File: src/ptf_pkg.sv
package ptf_pkg;

  localparam int COORD_WIDTH_DEF    = 24;
  localparam int QUAT_FRAC_BITS_DEF = 15;

  localparam int MODE_W    = 2;
  localparam int CFG_IDX_W = 2;

  typedef enum logic [MODE_W-1:0] {
    MODE_POINT = 2'd0,
    MODE_POSE  = 2'd1,
    MODE_LOST  = 2'd2
  } mode_t;

  typedef enum logic [CFG_IDX_W-1:0] {
    CFG_ABOVE = 2'd0,
    CFG_BELOW = 2'd1,
    CFG_FLOOR = 2'd2,
    CFG_PASS  = 2'd3
  } cfg_idx_t;

  localparam int CLR_ABOVE_RST = 6000;
  localparam int CLR_BELOW_RST = 2500;
  localparam int FLOOR_RST     = 1500;

  // quaternion product slots
  localparam int QP_XX = 0;
  localparam int QP_YY = 1;
  localparam int QP_ZZ = 2;
  localparam int QP_XY = 3;
  localparam int QP_XZ = 4;
  localparam int QP_YZ = 5;
  localparam int QP_WX = 6;
  localparam int QP_WY = 7;
  localparam int QP_WZ = 8;
  localparam int QP_N  = 9;

  typedef struct packed {
    logic load;
    logic lost;
  } pose_ctl_t;

  typedef struct packed {
    logic en2;
    logic en3;
  } xf_ctl_t;

endpackage

File: src/ptf_out_if.sv
interface ptf_out_if #(
  parameter int COORD_WIDTH = ptf_pkg::COORD_WIDTH_DEF
);
  logic                          valid;
  logic                          ready;
  logic signed [COORD_WIDTH-1:0] out_x;
  logic signed [COORD_WIDTH-1:0] out_y;
  logic signed [COORD_WIDTH-1:0] out_z;
  logic                          raw_frame;
  logic                          out_finite;

  modport source (
    output valid, out_x, out_y, out_z, raw_frame, out_finite,
    input  ready
  );

  modport sink (
    input  valid, out_x, out_y, out_z, raw_frame, out_finite,
    output ready
  );
endinterface

File: src/ptf_out.sv
module ptf_out #(
  parameter int COORD_WIDTH = ptf_pkg::COORD_WIDTH_DEF
) (
  input  logic                          clk,
  input  logic                          rst,
  input  logic                          v3,
  input  logic signed [COORD_WIDTH+3:0] m3 [3],
  input  logic signed [COORD_WIDTH:0]   lo3,
  input  logic signed [COORD_WIDTH:0]   hi3,
  input  logic                          raw3,
  input  logic                          fin3,
  ptf_out_if.source                     results
);
  import ptf_pkg::*;

  localparam int MW = COORD_WIDTH + 4;

  localparam logic signed [MW-1:0] CMAX = (MW'(1) <<< (COORD_WIDTH - 1)) - MW'(1);
  localparam logic signed [MW-1:0] CMIN = -(MW'(1) <<< (COORD_WIDTH - 1));

  logic                          load;
  logic                          emit;
  logic signed [COORD_WIDTH-1:0] c_sat [3];

  assign load = !results.valid || results.ready;
  assign emit = raw3 || ((m3[2] >= MW'(lo3)) && (m3[2] <= MW'(hi3)));

  always_comb begin
    for (int i = 0; i < 3; i++) begin
      if (m3[i] > CMAX) begin
        c_sat[i] = CMAX[COORD_WIDTH-1:0];
      end else if (m3[i] < CMIN) begin
        c_sat[i] = CMIN[COORD_WIDTH-1:0];
      end else begin
        c_sat[i] = m3[i][COORD_WIDTH-1:0];
      end
    end
  end

  always_ff @(posedge clk) begin
    if (rst) begin
      results.valid <= 1'b0;
    end else if (load) begin
      results.valid <= v3 && emit;
    end
  end

  always_ff @(posedge clk) begin
    if (load && v3) begin
      results.out_x      <= c_sat[0];
      results.out_y      <= c_sat[1];
      results.out_z      <= c_sat[2];
      results.raw_frame  <= raw3;
      results.out_finite <= fin3;
    end
  end

endmodule

File: src/flat_wrapper.sv
// flat-port wrapper written by rule: the top's interface ports become plain ports
module ptf_out_flat import ptf_pkg::*;
#(
  parameter int COORD_WIDTH = ptf_pkg::COORD_WIDTH_DEF
)
  (clk, rst, v3, m3, lo3, hi3, raw3, fin3, results_valid, results_out_x, results_out_y, results_out_z, results_raw_frame, results_out_finite, results_ready);
  ptf_out_if #(.COORD_WIDTH(COORD_WIDTH)) results_i ();
  input  logic clk;
  input  logic rst;
  input  logic v3;
  input  logic signed [COORD_WIDTH+3:0] m3[3];
  input  logic signed [COORD_WIDTH:0] lo3;
  input  logic signed [COORD_WIDTH:0] hi3;
  input  logic raw3;
  input  logic fin3;
  output wire logic [$bits(results_i.valid)-1:0] results_valid;
  output wire logic [$bits(results_i.out_x)-1:0] results_out_x;
  output wire logic [$bits(results_i.out_y)-1:0] results_out_y;
  output wire logic [$bits(results_i.out_z)-1:0] results_out_z;
  output wire logic [$bits(results_i.raw_frame)-1:0] results_raw_frame;
  output wire logic [$bits(results_i.out_finite)-1:0] results_out_finite;
  input wire logic [$bits(results_i.ready)-1:0] results_ready;
  assign results_valid = results_i.valid;
  assign results_out_x = results_i.out_x;
  assign results_out_y = results_i.out_y;
  assign results_out_z = results_i.out_z;
  assign results_raw_frame = results_i.raw_frame;
  assign results_out_finite = results_i.out_finite;
  assign results_i.ready = results_ready;
  ptf_out #(.COORD_WIDTH(COORD_WIDTH)) u_core (.clk(clk), .rst(rst), .v3(v3), .m3(m3), .lo3(lo3), .hi3(hi3), .raw3(raw3), .fin3(fin3), .results(results_i));
endmodule
File: config.mk
export PLATFORM = sky130hd
export DESIGN_NAME = ptf_out_flat
export DESIGN_NICKNAME = d
export VERILOG_FILES = /design/src/ptf_pkg.sv /design/src/ptf_out_if.sv /design/src/ptf_out.sv /design/src/flat_wrapper.sv
export SDC_FILE = /design/constraint.sdc
export NUM_CORES = 1
export LEC_CHECK = 0
export ABC_AREA = 1
export BUFFER_PORTS_ARGS = -buffer_cell sky130_fd_sc_hd__buf_2
export CAP_MARGIN = 20
export CORE_MARGIN = 10
export CORE_UTILIZATION = 43
export DETAILED_ROUTE_END_ITERATION = 16
export PLACE_DENSITY_LB_ADDON = 0.05
export SLEW_MARGIN = 10
export SYNTH_ARGS = -nofsm -noshare
export SYNTH_HDL_FRONTEND = slang
export SYNTH_SLANG_ARGS = --single-unit
File: constraint.sdc
create_clock -name clk -period 7.65 [get_ports clk]
set_clock_uncertainty 0.2 [all_clocks]
set_input_delay 1.53 -clock clk [delete_from_list [all_inputs] [get_ports clk]]
set_output_delay 1.53 -clock clk [all_outputs]
set_load 0.005 [all_outputs]
==> results.py <==
metrics = {
    "power": {
        "power.switching_mw": 0.259,
        "p_int_mw": 0.720,
        "power_frac_seq": 0.505,
        "p_comb_frac": 0.199,
        "p_per_area_nw_per_um2": 162,
        "ir_drop_mv": 0.105,
        "switching_share": 0.264,
        "power.leakage_nw": 3.32,
        "power_frac_clock": 0.296,
    },
    "synth": {
        "synthCells": 510,
        "ys_warn_count": 0,
        "syn-num-nets": 706,
        "synth_area_leaders": "edfxtp_1, ha_1, inv_1",
        "synth_cell_type_count": 23,
        "synth_seq_cells": 75,
        "synth_edf_count": 74,
        "ys_seq_area_frac": 0.488,
        "synth_top_area_frac": 0.483,
        "synth-async-reset-ratio": 0,
        "ys_top_cells_by_count": "inv_1, nand2_1, edfxtp_1",
        "synth_area_leader_cell": "edfxtp_1",
        "yosysMostFrequentCell": "inv_1",
        "syn_area_per_cell_um2": 9.02,
        "syn_area_um2": 4600,
        "ys.flop_type": "edfxtp_1",
    },
    "hold_path": {
        "hold_path_depth": 2,
        "holdCritPathClass": "reg -> reg",
    },
    "setup_path": {
        "cpPeakStageDelay_ns": 0.66,
        "critPathLaunchType": "input port",
        "critPathBufInv": 3,
        "setup.worst_path.end_class": "flop",
        "cp_num_cells": 4,
        "worstPathArrival_ns": 3.01,
        "crit_slowest_cell": "buf_4",
        "crit_required_ns": 7.43,
        "path_max_fanout": 52,
        "worstSetupPathType": "in -> reg",
        "ff2ff_path_depth": 2,
        "cp_cell_sequence": "buf_2, inv_1, a21boi_4, buf_4",
        "path_delay_family": "buffers and inverters",
    },
    "global_route": {
        "grt_pass1_wl_mm": 19.7,
        "grt_pass1_vias": 4134,
        "antenna_found_initial": 0,
        "overflow": 0,
        "grt_max_degree": 53,
        "track_usage": 0.164,
    },
    "timing": {
        "finalCriticalPeriod_ns": 3.22,
        "slew_headroom": 0.351,
        "setup_viol": 0,
        "rsz0062_at_grt": "no",
        "hold_slack_ns": 0.328,
        "max_slew.worst_pin.slew_ns": 0.973,
        "maxSlewViolCount": 0,
        "setup_tns_ns": 0,
        "period_share": 0.421,
        "max_freq_ghz": 0.310,
        "hold_violations": 0,
    },
    "detailed_routing": {
        "vias_per_cell": 4.62,
        "drt_iter0_drc": 207,
        "drc": 0,
        "ant_nets": 0,
        "routed_wl_mm": 12.7,
        "wire_per_inst_um": 14.6,
        "dr.pass1.iters": 4,
        "vias": 4008,
    },
    "floorplanning": {
        "dieArea_um2": 15200,
        "die_h_um": 123,
        "io_pins": 215,
        "core_um2": 10400,
        "die_x_um": 123,
        "start_util": 0.443,
        "rows": 37,
    },
    "cts": {
        "clk_latency_ns": 0.34,
        "cts.sinks": 75,
        "cts-buffers-inserted": 9,
        "cts_tree": "built",
        "cts-root-buf": "clkbuf_8",
        "clockBufferDepth": 2,
        "post_cts_resized": 0,
        "post_cts_buffers": 0,
        "clk_pin_slew_ns": 0.07,
        "htreeDepth": 3,
        "cts_hold_repair.buffers": 0,
    },
    "place": {
        "dp_hpwl_mm": 10.6,
        "numPortBuffers": 214,
        "gp_congestion": 0.819,
    },
    "status": {
        "status": "finished, final reports clean",
    },
    "flow_run": {
        "maxCapViolCount": 0,
    },
    "finish": {
        "nets": 922,
        "drive_above_1_share": 0.334,
        "fill_cells": 970,
        "area_growth_syn_to_layout_pct": 31.5,
    },
}
-- flip-flops by register name, summed over array words and instances (netlist names) --
signal and count:
u_core.results.out_x 24, u_core.results.out_y 24, u_core.results.raw_frame 1, u_core.results.out_finite 1, u_core.results.out_z 24, u_core.results.valid 1
-- kinds of logic (layout without fill, tap and decap cells) --
family / after synthesis / count (layout) / synth area share
AO/OA/AOI/OAI: 99 / 99 / 0.122
flip-flops: 75 / 75 / 0.488
adder cells (fa/ha/maj): 56 / 56 / 0.152
other: 0 / 1 / 0
AND/OR/NAND/NOR: 118 / 118 / 0.105
buffers and inverters: 162 / 383 / 0.132
-- worst min-delay path, stage by stage, from the launching register on --
cell,delay (ns)
dfxtp_1,0.35
nand2_1,0.09
a21oi_2,0.05
-- cell type report --
| cell class | count | area (um2) | share of cell area |
|---|---|---|---|
| Antenna cell | 1 | 2.50 | 0.000414 |
| Tap cell | 136 | 170 | 0.0281 |
| Clock inverter | 7 | 58.8 | 0.00972 |
| Multi-Input combinational cell | 273 | 1780 | 0.294 |
| Sequential cell | 75 | 2240 | 0.371 |
| Inverter | 147 | 552 | 0.0912 |
| Timing Repair Buffer | 220 | 1120 | 0.185 |
| Clock buffer | 9 | 124 | 0.0205 |
-- per-stage QoR --
step / util / std cells / power [mW] / worst slack [ns] / instance area [um2]
after detailed placement: 0.564 / 850 / 0.703 / 4.02 / 5850
after global placement: 0.564 / 850 / 0.697 / 4.04 / 5850
after CTS: 0.582 / 866 / 0.992 / 4.40 / 6030
after floorplan: - / 510 / 0.605 / 1.87 / 4600
after global routing: 0.583 / 867 / 1.04 / 4.33 / 6040
final: 0.583 / 868 / 0.979 / 4.43 / 6050
-- cells in the final DEF (no fill, tap or decap), drive strengths merged, types with 2 or more instances in the layout --
cell	Yosys	routed
nand2	82	82
a21o	6	6
a41oi	3	3
nor2	21	21
o41ai	3	3
buf	0	220
clkinv	0	5
and2	2	2
clkbuf	15	9
edfxtp	74	74
a21oi	17	17
o21ai	69	69
inv	147	147
nand3	9	9
nand4	3	3
ha	56	56
-- per-layer routing --
layer | vias to the layer above | share of wire | track usage
met3 | 14 | 0.091 | 0.0360
met1 | 1793 | 0.39 | 0.184
li1 | 2066 | - | -
met5 | - | 0 | 0
met2 | 135 | 0.51 | 0.297
met4 | 0 | 0.015 | 0.0604
-- power by group through the flow --
| stage | clock network [mW] | registers (mW) | logic [mW] |
|---|---|---|---|
| final | 0.289 | 0.495 | 0.195 |
| after global routing | 0.316 | 0.498 | 0.227 |
| after CTS | 0.297 | 0.496 | 0.199 |
| after detailed placement | 0 | 0.504 | 0.199 |
| after global placement | 0 | 0.504 | 0.193 |
| after floorplan | 0 | 0.510 | 0.0947 |
-- final timing paths --
| check | slack [ns] | start | to |
|---|---|---|---|
| setup / recovery | 4.43 | results_ready | u_core.results.out_z[10]$_SDFFCE_PN1P_ |
| hold / removal | 0.33 | u_core.results.valid$_SDFFE_PP0N_ | u_core.results.valid$_SDFFE_PP0N_ |
| setup reg to reg | 5.41 | u_core.results.valid$_SDFFE_PP0N_ | u_core.results.out_z[10]$_SDFFCE_PN1P_ |
| hold reg to reg | 0.33 | u_core.results.valid$_SDFFE_PP0N_ | u_core.results.valid$_SDFFE_PP0N_ |
(Power assumes the default switching activity.)
