==> config.mk <==
export PLATFORM = sky130hd
export DESIGN_NAME = ptf_pose
export DESIGN_NICKNAME = d
export VERILOG_FILES = /design/src/ptf_pkg.sv /design/src/ptf_pose.sv
export SDC_FILE = /design/constraint.sdc
export NUM_CORES = 1
export LEC_CHECK = 0
export BUFFER_PORTS_ARGS = -buffer_cell sky130_fd_sc_hd__buf_2
export CAP_MARGIN = 20
export CORE_AREA = 4 4 276 278
export CTS_CLUSTER_SIZE = 40
export DETAILED_ROUTE_END_ITERATION = 8
export DIE_AREA = 0 0 280 282
export PLACE_DENSITY = 0.68
export SETUP_SLACK_MARGIN = 0.3
export SYNTH_ARGS = -nofsm -noshare
export SYNTH_HDL_FRONTEND = slang
export SYNTH_SLANG_ARGS = --single-unit
==> constraint.sdc <==
create_clock -name clk -period 6.24 [get_ports clk]
set_input_delay 0.312 -clock clk [delete_from_list [all_inputs] [get_ports clk]]
set_output_delay 0.312 -clock clk [all_outputs]
set_load 0.01 [all_outputs]
==> src/ptf_pkg.sv <==
package ptf_pkg;

  localparam int COORD_WIDTH_DEF    = 24;
  localparam int QUAT_FRAC_BITS_DEF = 15;

  localparam int MODE_W    = 2;
  localparam int CFG_IDX_W = 2;

  typedef enum logic [MODE_W-1:0] {
    MODE_POINT = 2'd0,
    MODE_POSE  = 2'd1,
    MODE_LOST  = 2'd2
  } mode_t;

  typedef enum logic [CFG_IDX_W-1:0] {
    CFG_ABOVE = 2'd0,
    CFG_BELOW = 2'd1,
    CFG_FLOOR = 2'd2,
    CFG_PASS  = 2'd3
  } cfg_idx_t;

  localparam int CLR_ABOVE_RST = 6000;
  localparam int CLR_BELOW_RST = 2500;
  localparam int FLOOR_RST     = 1500;

  // quaternion product slots
  localparam int QP_XX = 0;
  localparam int QP_YY = 1;
  localparam int QP_ZZ = 2;
  localparam int QP_XY = 3;
  localparam int QP_XZ = 4;
  localparam int QP_YZ = 5;
  localparam int QP_WX = 6;
  localparam int QP_WY = 7;
  localparam int QP_WZ = 8;
  localparam int QP_N  = 9;

  typedef struct packed {
    logic load;
    logic lost;
  } pose_ctl_t;

  typedef struct packed {
    logic en2;
    logic en3;
  } xf_ctl_t;

endpackage

==> src/ptf_pose.sv <==
module ptf_pose #(
  parameter int COORD_WIDTH    = ptf_pkg::COORD_WIDTH_DEF,
  parameter int QUAT_FRAC_BITS = ptf_pkg::QUAT_FRAC_BITS_DEF
) (
  input  logic                                   clk,
  input  logic                                   rst,
  input  ptf_pkg::pose_ctl_t                     ctl,
  input  logic signed [2*QUAT_FRAC_BITS+1:0]     qp [ptf_pkg::QP_N],
  input  logic signed [COORD_WIDTH-1:0]          t_in [3],
  input  logic [COORD_WIDTH-2:0]                 clr_above,
  input  logic [COORD_WIDTH-2:0]                 clr_below,
  input  logic signed [COORD_WIDTH-1:0]          floor_h,
  output logic signed [QUAT_FRAC_BITS+2:0]       rot [9],
  output logic signed [COORD_WIDTH-1:0]          trans [3],
  output logic signed [COORD_WIDTH:0]            band_lo,
  output logic signed [COORD_WIDTH:0]            band_hi,
  output logic                                   pose_valid
);
  import ptf_pkg::*;

  localparam int Q  = QUAT_FRAC_BITS;
  localparam int RW = QUAT_FRAC_BITS + 3;
  localparam int EW = 2 * QUAT_FRAC_BITS + 5;
  localparam int BW = COORD_WIDTH + 1;

  localparam logic signed [EW-1:0] ONE  = EW'(1) <<< (2 * Q);
  localparam logic signed [EW-1:0] HALF = EW'(1) <<< (Q - 1);
  localparam logic signed [EW-1:0] RMAX = (EW'(1) <<< (RW - 1)) - EW'(1);
  localparam logic signed [EW-1:0] RMIN = -(EW'(1) <<< (RW - 1));

  logic signed [EW-1:0] ent [9];
  logic signed [EW-1:0] rnd [9];
  logic signed [RW-1:0] rot_next [9];
  logic signed [BW-1:0] lo_raw;
  logic signed [BW-1:0] fl_ext;
  logic signed [BW-1:0] lo_next;
  logic signed [BW-1:0] hi_next;

  always_comb begin
    ent[0] = ONE - ((EW'(qp[QP_YY]) + EW'(qp[QP_ZZ])) <<< 1);
    ent[1] = (EW'(qp[QP_XY]) - EW'(qp[QP_WZ])) <<< 1;
    ent[2] = (EW'(qp[QP_XZ]) + EW'(qp[QP_WY])) <<< 1;
    ent[3] = (EW'(qp[QP_XY]) + EW'(qp[QP_WZ])) <<< 1;
    ent[4] = ONE - ((EW'(qp[QP_XX]) + EW'(qp[QP_ZZ])) <<< 1);
    ent[5] = (EW'(qp[QP_YZ]) - EW'(qp[QP_WX])) <<< 1;
    ent[6] = (EW'(qp[QP_XZ]) - EW'(qp[QP_WY])) <<< 1;
    ent[7] = (EW'(qp[QP_YZ]) + EW'(qp[QP_WX])) <<< 1;
    ent[8] = ONE - ((EW'(qp[QP_XX]) + EW'(qp[QP_YY])) <<< 1);
    for (int i = 0; i < 9; i++) begin
      rnd[i] = (ent[i] + HALF) >>> Q;
      if (rnd[i] > RMAX) begin
        rot_next[i] = RMAX[RW-1:0];
      end else if (rnd[i] < RMIN) begin
        rot_next[i] = RMIN[RW-1:0];
      end else begin
        rot_next[i] = rnd[i][RW-1:0];
      end
    end
  end

  always_comb begin
    lo_raw  = BW'(t_in[2]) - BW'($signed({1'b0, clr_below}));
    fl_ext  = BW'(floor_h);
    lo_next = (lo_raw > fl_ext) ? lo_raw : fl_ext;
    hi_next = BW'(t_in[2]) + BW'($signed({1'b0, clr_above}));
  end

  always_ff @(posedge clk) begin
    if (rst) begin
      pose_valid <= 1'b0;
    end else if (ctl.load) begin
      pose_valid <= 1'b1;
    end else if (ctl.lost) begin
      pose_valid <= 1'b0;
    end
  end

  always_ff @(posedge clk) begin
    if (ctl.load) begin
      rot     <= rot_next;
      trans   <= t_in;
      band_lo <= lo_next;
      band_hi <= hi_next;
    end
  end

endmodule

==> results of run 1 <==
[per-stage QoR]
stage / instance area [um2] / power [mW]
global route: 35700 / 8.75
CTS: 35600 / 8.28
detailed placement: 33800 / 6.06
global placement: 33800 / 6.01
floorplan: 29200 / 4.90
finish: 35700 / 8.22
[flip-flops by register name, summed over array words and instances, names as in the netlist]
name and flops:
trans 72, band_lo 25, pose_valid 1, rot 162, band_hi 25
[worst max-delay path by stage]
stage / start / end
4_1_cts: t_in[0] / band_lo[13]$_DFFE_PP_
3_5_place_dp: t_in[0] / band_lo[13]$_DFFE_PP_
5_1_grt: t_in[0] / band_lo[13]$_DFFE_PP_
2_1_floorplan: t_in[0] / band_lo[1]$_DFFE_PP_
3_3_place_gp: t_in[0] / band_lo[1]$_DFFE_PP_
6_report: t_in[0] / band_lo[13]$_DFFE_PP_
[layout by cell type, fill, tap and decap left out, types with 12 or more instances in the layout]
cell,instances
a2111oi_0,13
a211oi_1,31
nand3b_1,12
xor2_1,107
nand2b_1,53
clkbuf_16,38
nand3_1,81
ha_1,359
nand2_1,188
dlygate4sd3_1,63
o21ai_0,234
edfxtp_1,284
o31ai_1,23
nor3_1,73
o21a_1,42
nor2_1,255
buf_2,717
inv_1,271
o211ai_1,25
nand4_1,47
nor4_1,33
o2111ai_1,12
nor2b_1,44
a31oi_1,25
and3_1,28
or3_1,27
a221oi_1,13
a311oi_1,16
or2_2,21
and2_1,31
xnor2_1,215
a21o_1,107
diode_2,15
o21bai_1,36
a21boi_0,13
a21oi_1,236
a211o_1,14
maj3_1,30
o31a_1,12
[routing by layer]
metal	wire length, um	vias to the layer above	GRT usage
met5	22	-	0
met4	3370	4	0.0810
met3	5960	160	0.0379
met2	46600	949	0.397
met1	38500	13000	0.270
li1	-	13700	-
[logic make-up (layout without fill, tap and decap cells)]
kind of cell,Yosys count,in the layout,share of synthesized area
muxes,17,17,0.00612
xor gates and xnor gates,322,322,0.0964
adders and majority gates,394,394,0.167
buffers and inverters,365,1129,0.0478
AOI/OAI and AO/OA,972,972,0.220
DFF,285,285,0.292
and+or+nand+nor,963,963,0.170
other,0,15,0
[what timing repair did]
action / in CTS / in global routing
setup endpoints to repair: 0 / 21
hold buffers: 63 / 0
hold endpoints to repair: 63 / 0
resized for setup: 0 / 4
[power breakdown]
part / internal (mW) / switching, mW / total [mW]
sequential: 2.56 / 0.132 / 2.69
clock: 1.25 / 0.884 / 2.13
combinational: 1.38 / 2.02 / 3.40
total: 5.18 / 3.04 / 8.22
[area by class of cell]
class / instances / area, um2
Sequential cell: 285 / 8550
Antenna cell: 15 / 37.5
Multi-Input combinational cell: 2668 / 19300
Clock inverter: 21 / 205
Fill cell: 7099 / 38300
Timing Repair Buffer: 790 / 4320
Inverter: 273 / 1020
Tap cell: 969 / 1210
Clock buffer: 45 / 1010
[critical path, cell delays in order]
cell           delay (ns)
dlygate4sd3_1        0.54
buf_2                0.14
inv_1                0.05
ha_1                 0.17
inv_1                0.06
fa_1                 0.39
a21o_1               0.18
a21oi_1              0.21
o21ai_0              0.11
a21oi_1              0.23
o21bai_1             0.09
a21oi_1              0.23
o21bai_1             0.11
a2111oi_1            0.49
o21ai_0              0.24
a31oi_1              0.25
a21oi_1              0.14
xor2_1               0.24
ha_1                 0.29
a21o_1               0.16
a2111oi_0            0.39
o21ai_0              0.15
nand2_1              0.12
o21ai_4              0.11
buf_6                0.21
nand2_1              0.09
o21ai_0              0.09
==> metrics.md, run 1 <==
| Metric | Value |
|---|---|
| Fin cells | `5066` |
| # port buffers | `718` |
| Clock-pin slew of the registers on the worst-case setup and hold paths | `0.06 ns` |
| Worst Path Required | `6.53 ns` |
| Top cell type's share of synthesized area | `0.292` |
| Initial antenna violation count | `19` |
| Die Ht | `282 um` |
| Final Hold Fails | `0` |
| Setup Crit Path Kind | `primary input to register` |
| Placed insts | `4922` |
| Via density | `5.48` |
| Cell with the most instances after synthesis | `ha_1` |
| Io pins | `719` |
| Overall routing resource usage | `0.222` |
| Reg2Reg Depth | `2` |
| Fin crit period | `5.52 ns` |
| Main synth FF type | `edfxtp_1` |
| Max FO, Critical Path | `32` |
| Sequential-to-total area share from yosys stat | `0.292` |
| CTS max path bufs | `3` |
| F_max | `181 MHz` |
| Syn Nets | `4116` |
| Worst slack, placed | `0.641 ns` |
| Post-route ant nets | `0` |
| Netlist area before placement | `29200 um2` |
| Worst Max-Slew Pin Slew | `1.02 ns` |
| CTS tree | `yes` |
| DR vias | `27.8k` |
| Status | `finished, final reports clean` |
| CP Capture Type | `register` |
| Largest net degree at the start of global routing | `150` |
| Post-synth top cells | `359 x ha_1, 284 x edfxtp_1, 271 x inv_1` |
| Max VDD drop | `0.000184 V` |
| Global route total overflow | `0` |
| Post-synth EDFFs | `284` |
| DR WL/cell | `18.6 um` |
| Clock Tree Root | `clkbuf_16` |
| Die area | `79000 um2` |
| Clock Skews | `0 ns` |
| Post-DP HPWL | `77500 um` |
| WHS Path Cells | `1` |
| Drt first pass iters | `5` |
| Hold path start | `t_in[14]` |
| Initial drt markers | `1621` |
| Htree depth | `2` |
| Unrepaired setup endpoints after global routing | `false` |
| Worst skew pair latency | `0.54 ns` |
| Syn_area_per_cell | `8.81 um2` |
| Core area | `73900 um2` |
| Layout area overhead | `22.0%` |
| Num CTS Buffers | `37` |
| Netlist cell types | `109` |
| Row count | `100` |
| Initial Utilization | `0.395` |
| Die width | `280 um` |
| R2R Path End | `pose_valid$_SDFFE_PP0P_` |
| Arr. time, crit path | `5.81 ns` |
| Min-delay worst type | `primary input to register` |
| Max_cap viols | `0` |
| Vias in the first global route | `25.9k` |
| DRC violations left | `0` |
| R2R Setup Slk | `5.62 ns` |
| First-pass GRT wire length | `141000 um` |
| Ys Warns | `0` |
| Pwr per Cell Area | `231 nW/um2` |
| Final count of pins violating max slew | `0` |
| Post-synthesis async set-or-reset flop share | `0` |
| Post-Route WL | `94400 um` |
| Reg2reg start | `pose_valid$_SDFFE_PP0P_` |
| Setup WS post-layout | `0.720 ns` |
| Largest area contributor in the synthesized netlist | `edfxtp_1` |
| Cells after Synth | `3318` |
| Post-CTS setup buffer count | `0` |
| Post-layout util | `0.482` |
| Worst hold margin | `0.0415 ns` |
| Leak | `16.0 nW` |
| Post-route setup TNS | `0 ns` |
| #FFs+latches synth | `285` |
| Top cells by area, synth | `edfxtp_1 29%, ha_1 15%, xnor2_1 6.4%, a21oi_1 4.0%, o21ai_0 4.0%` |
| Slew margin rel. | `0.319` |
| Share of cells above drive strength 1 | `0.214` |
| Layout Nets | `4853` |
| Routability congestion estimate | `0.929` |
| Worst hold path endpoint | `trans[14]$_DFFE_PP_` |
| Crit share post-route | `0.885` |
| Worst setup SP type | `primary input` |
| Final setup fails | `0` |
| CTS sink cnt | `285` |
Note: power is estimated with default switching activity, not from simulation.
==> run 2: changes to the inputs <==
Clock period 6.24 ns to 6.9 ns, I/O delays scaled along.
==> metrics.md, run 2 (synthesis results as in run 1) <==
| Metric | Value |
|---|---|
| Arr. time, crit path | `6.30 ns` |
| Reg2reg start | `pose_valid$_SDFFE_PP0P_` |
| Core area | `73900 um2` |
| Most common cell after layout, fill and taps aside | `buf_2` |
| Via density | `5.45` |
| Final count of pins violating max slew | `0` |
| Hold path start | `t_in[16]` |
| Worst Setup SP | `t_in[0]` |
| Worst Path Required | `7.18 ns` |
| Most frequent cells in the layout | `717 x buf_2, 359 x ha_1, 284 x edfxtp_1` |
| Htree depth | `2` |
| Crit share post-route | `0.872` |
| CTS max path bufs | `3` |
| Final Hold Fails | `0` |
| Total power | `7.40 mW` |
| Clock Skews | `0 ns` |
| Num CTS Buffers | `37` |
| Min-delay worst type | `primary input to register` |
| Worst path bufs/invs | `5` |
| Worst setup SP type | `primary input` |
| First-pass GRT wire length | `143000 um` |
| Slew margin rel. | `0.231` |
| DR WL/cell | `18.7 um` |
| # port buffers | `718` |
| CTS tree | `yes` |
| Die width | `280 um` |
| Die Ht | `282 um` |
| Most flops, register | `rot` |
| Worst Max-Slew Pin Slew | `1.15 ns` |
| CP Capture Type | `register` |
| CP top delay family | `compound AO/OA/AOI/OAI gates` |
| Die area | `79000 um2` |
| CP dominant cell by count | `a21oi_1` |
| Post-Route WL | `94400 um` |
| F_max | `166 MHz` |
| Unrepaired setup endpoints after global routing | `false` |
| Worst path max stage delay | `0.58 ns` |
| Clock-pin slew of the registers on the worst-case setup and hold paths | `0.06 ns` |
| CTS resizes | `0` |
| Leak | `15.9 nW` |
| DRC violations left | `0` |
| Clock Tree Root | `clkbuf_16` |
| Max FO, Critical Path | `32` |
| Global route total overflow | `0` |
| Initial antenna violation count | `11` |
| Post-route setup TNS | `0 ns` |
| Io pins | `719` |
| Overall routing resource usage | `0.224` |
| Fin crit period | `6.02 ns` |
| Max VDD drop | `0.000176 V` |
| Setup Crit Path Kind | `primary input to register` |
| Layout area overhead | `21.6%` |
| DR vias | `27.5k` |
| Routability congestion estimate | `0.931` |
| Max_cap viols | `0` |
| CTS sink cnt | `285` |
| Largest net degree at the start of global routing | `154` |
| Row count | `100` |
| Layout Nets | `4847` |
| Status | `finished, final reports clean` |
| Post-DP HPWL | `77800 um` |
| Final setup fails | `0` |
| Filler Cell Count | `7087` |
| Top Registers | `rot: 162 flops, trans: 72 flops` |
| Crit-path slowest cell | `a2111oi_0` |
| Initial drt markers | `1499` |
| Post-CTS setup buffer count | `0` |
| Share of cells above drive strength 1 | `0.213` |
| Drt first pass iters | `5` |
| Initial Utilization | `0.395` |
| Vias in the first global route | `26.2k` |
| Max FFs per register | `162` |
| R2R Setup Slk | `6.31 ns` |
| Worst skew pair latency | `0.54 ns` |
| Pwr per Cell Area | `208 nW/um2` |
| Post-route ant nets | `0` |
[run 2: changes by cell type in the layout (fill, tap and decap cells not counted), moves of 2 or more]
cell	previous run	this run
diode_2	15	9
dlygate4sd3_1	63	57
clkbuf_8	3	0
inv_6	3	0
clkinv_1	7	9
[run 2: per-stage QoR]
stage,utilization,hold slack (ns),instance area [um2],worst slack (ns),instances
after CTS,0.480,0.00303,35500,1.00,5041
final,0.481,0.0538,35500,0.885,5052
after global placement,0.457,0.464,33800,1.12,4921
after floorplan,-,0.417,29200,1.91,3318
after detailed placement,0.457,0.482,33800,0.973,4921
after global routing,0.481,0.000527,35500,0.321,5047
[run 2: worst paths after layout]
path | end | cells after the start
hold reg to reg | pose_valid$_SDFFE_PP0P_ | 2
hold / removal | trans[16]$_DFFE_PP_ | 1
setup / recovery | band_lo[9]$_DFFE_PP_ | 27
setup reg to reg | pose_valid$_SDFFE_PP0P_ | 2
[run 2: power by group]
part	total [mW]	internal [mW]	switching, mW
combinational	3.06	1.24	1.82
sequential	2.43	2.31	0.119
clock	1.91	1.12	0.786
total	7.40	4.68	2.72
[run 2: repair_timing]
action | CTS | global route
endpoints found under the hold margin | 56 | 1
endpoints found under the setup margin | 0 | 0
hold buffers | 56 | 1
[run 2: layer usage]
layer | wire, um | GRT usage
met1 | 38800 | 0.271
met2 | 46000 | 0.397
met3 | 5640 | 0.0422
met4 | 3930 | 0.0875
met5 | 40 | 0
[run 2: final cells by class]
| cell class | count | area [um2] | area share |
|---|---|---|---|
| antenna | 9 | 22.5 | 0.000634 |
| clock buffer | 43 | 970 | 0.0273 |
| clock inverter | 21 | 213 | 0.00598 |
| inverter | 273 | 1020 | 0.0288 |
| multi-input combinational | 2668 | 19300 | 0.543 |
| sequential | 285 | 8550 | 0.240 |
| tap | 969 | 1210 | 0.0341 |
| timing repair buffer | 784 | 4250 | 0.120 |
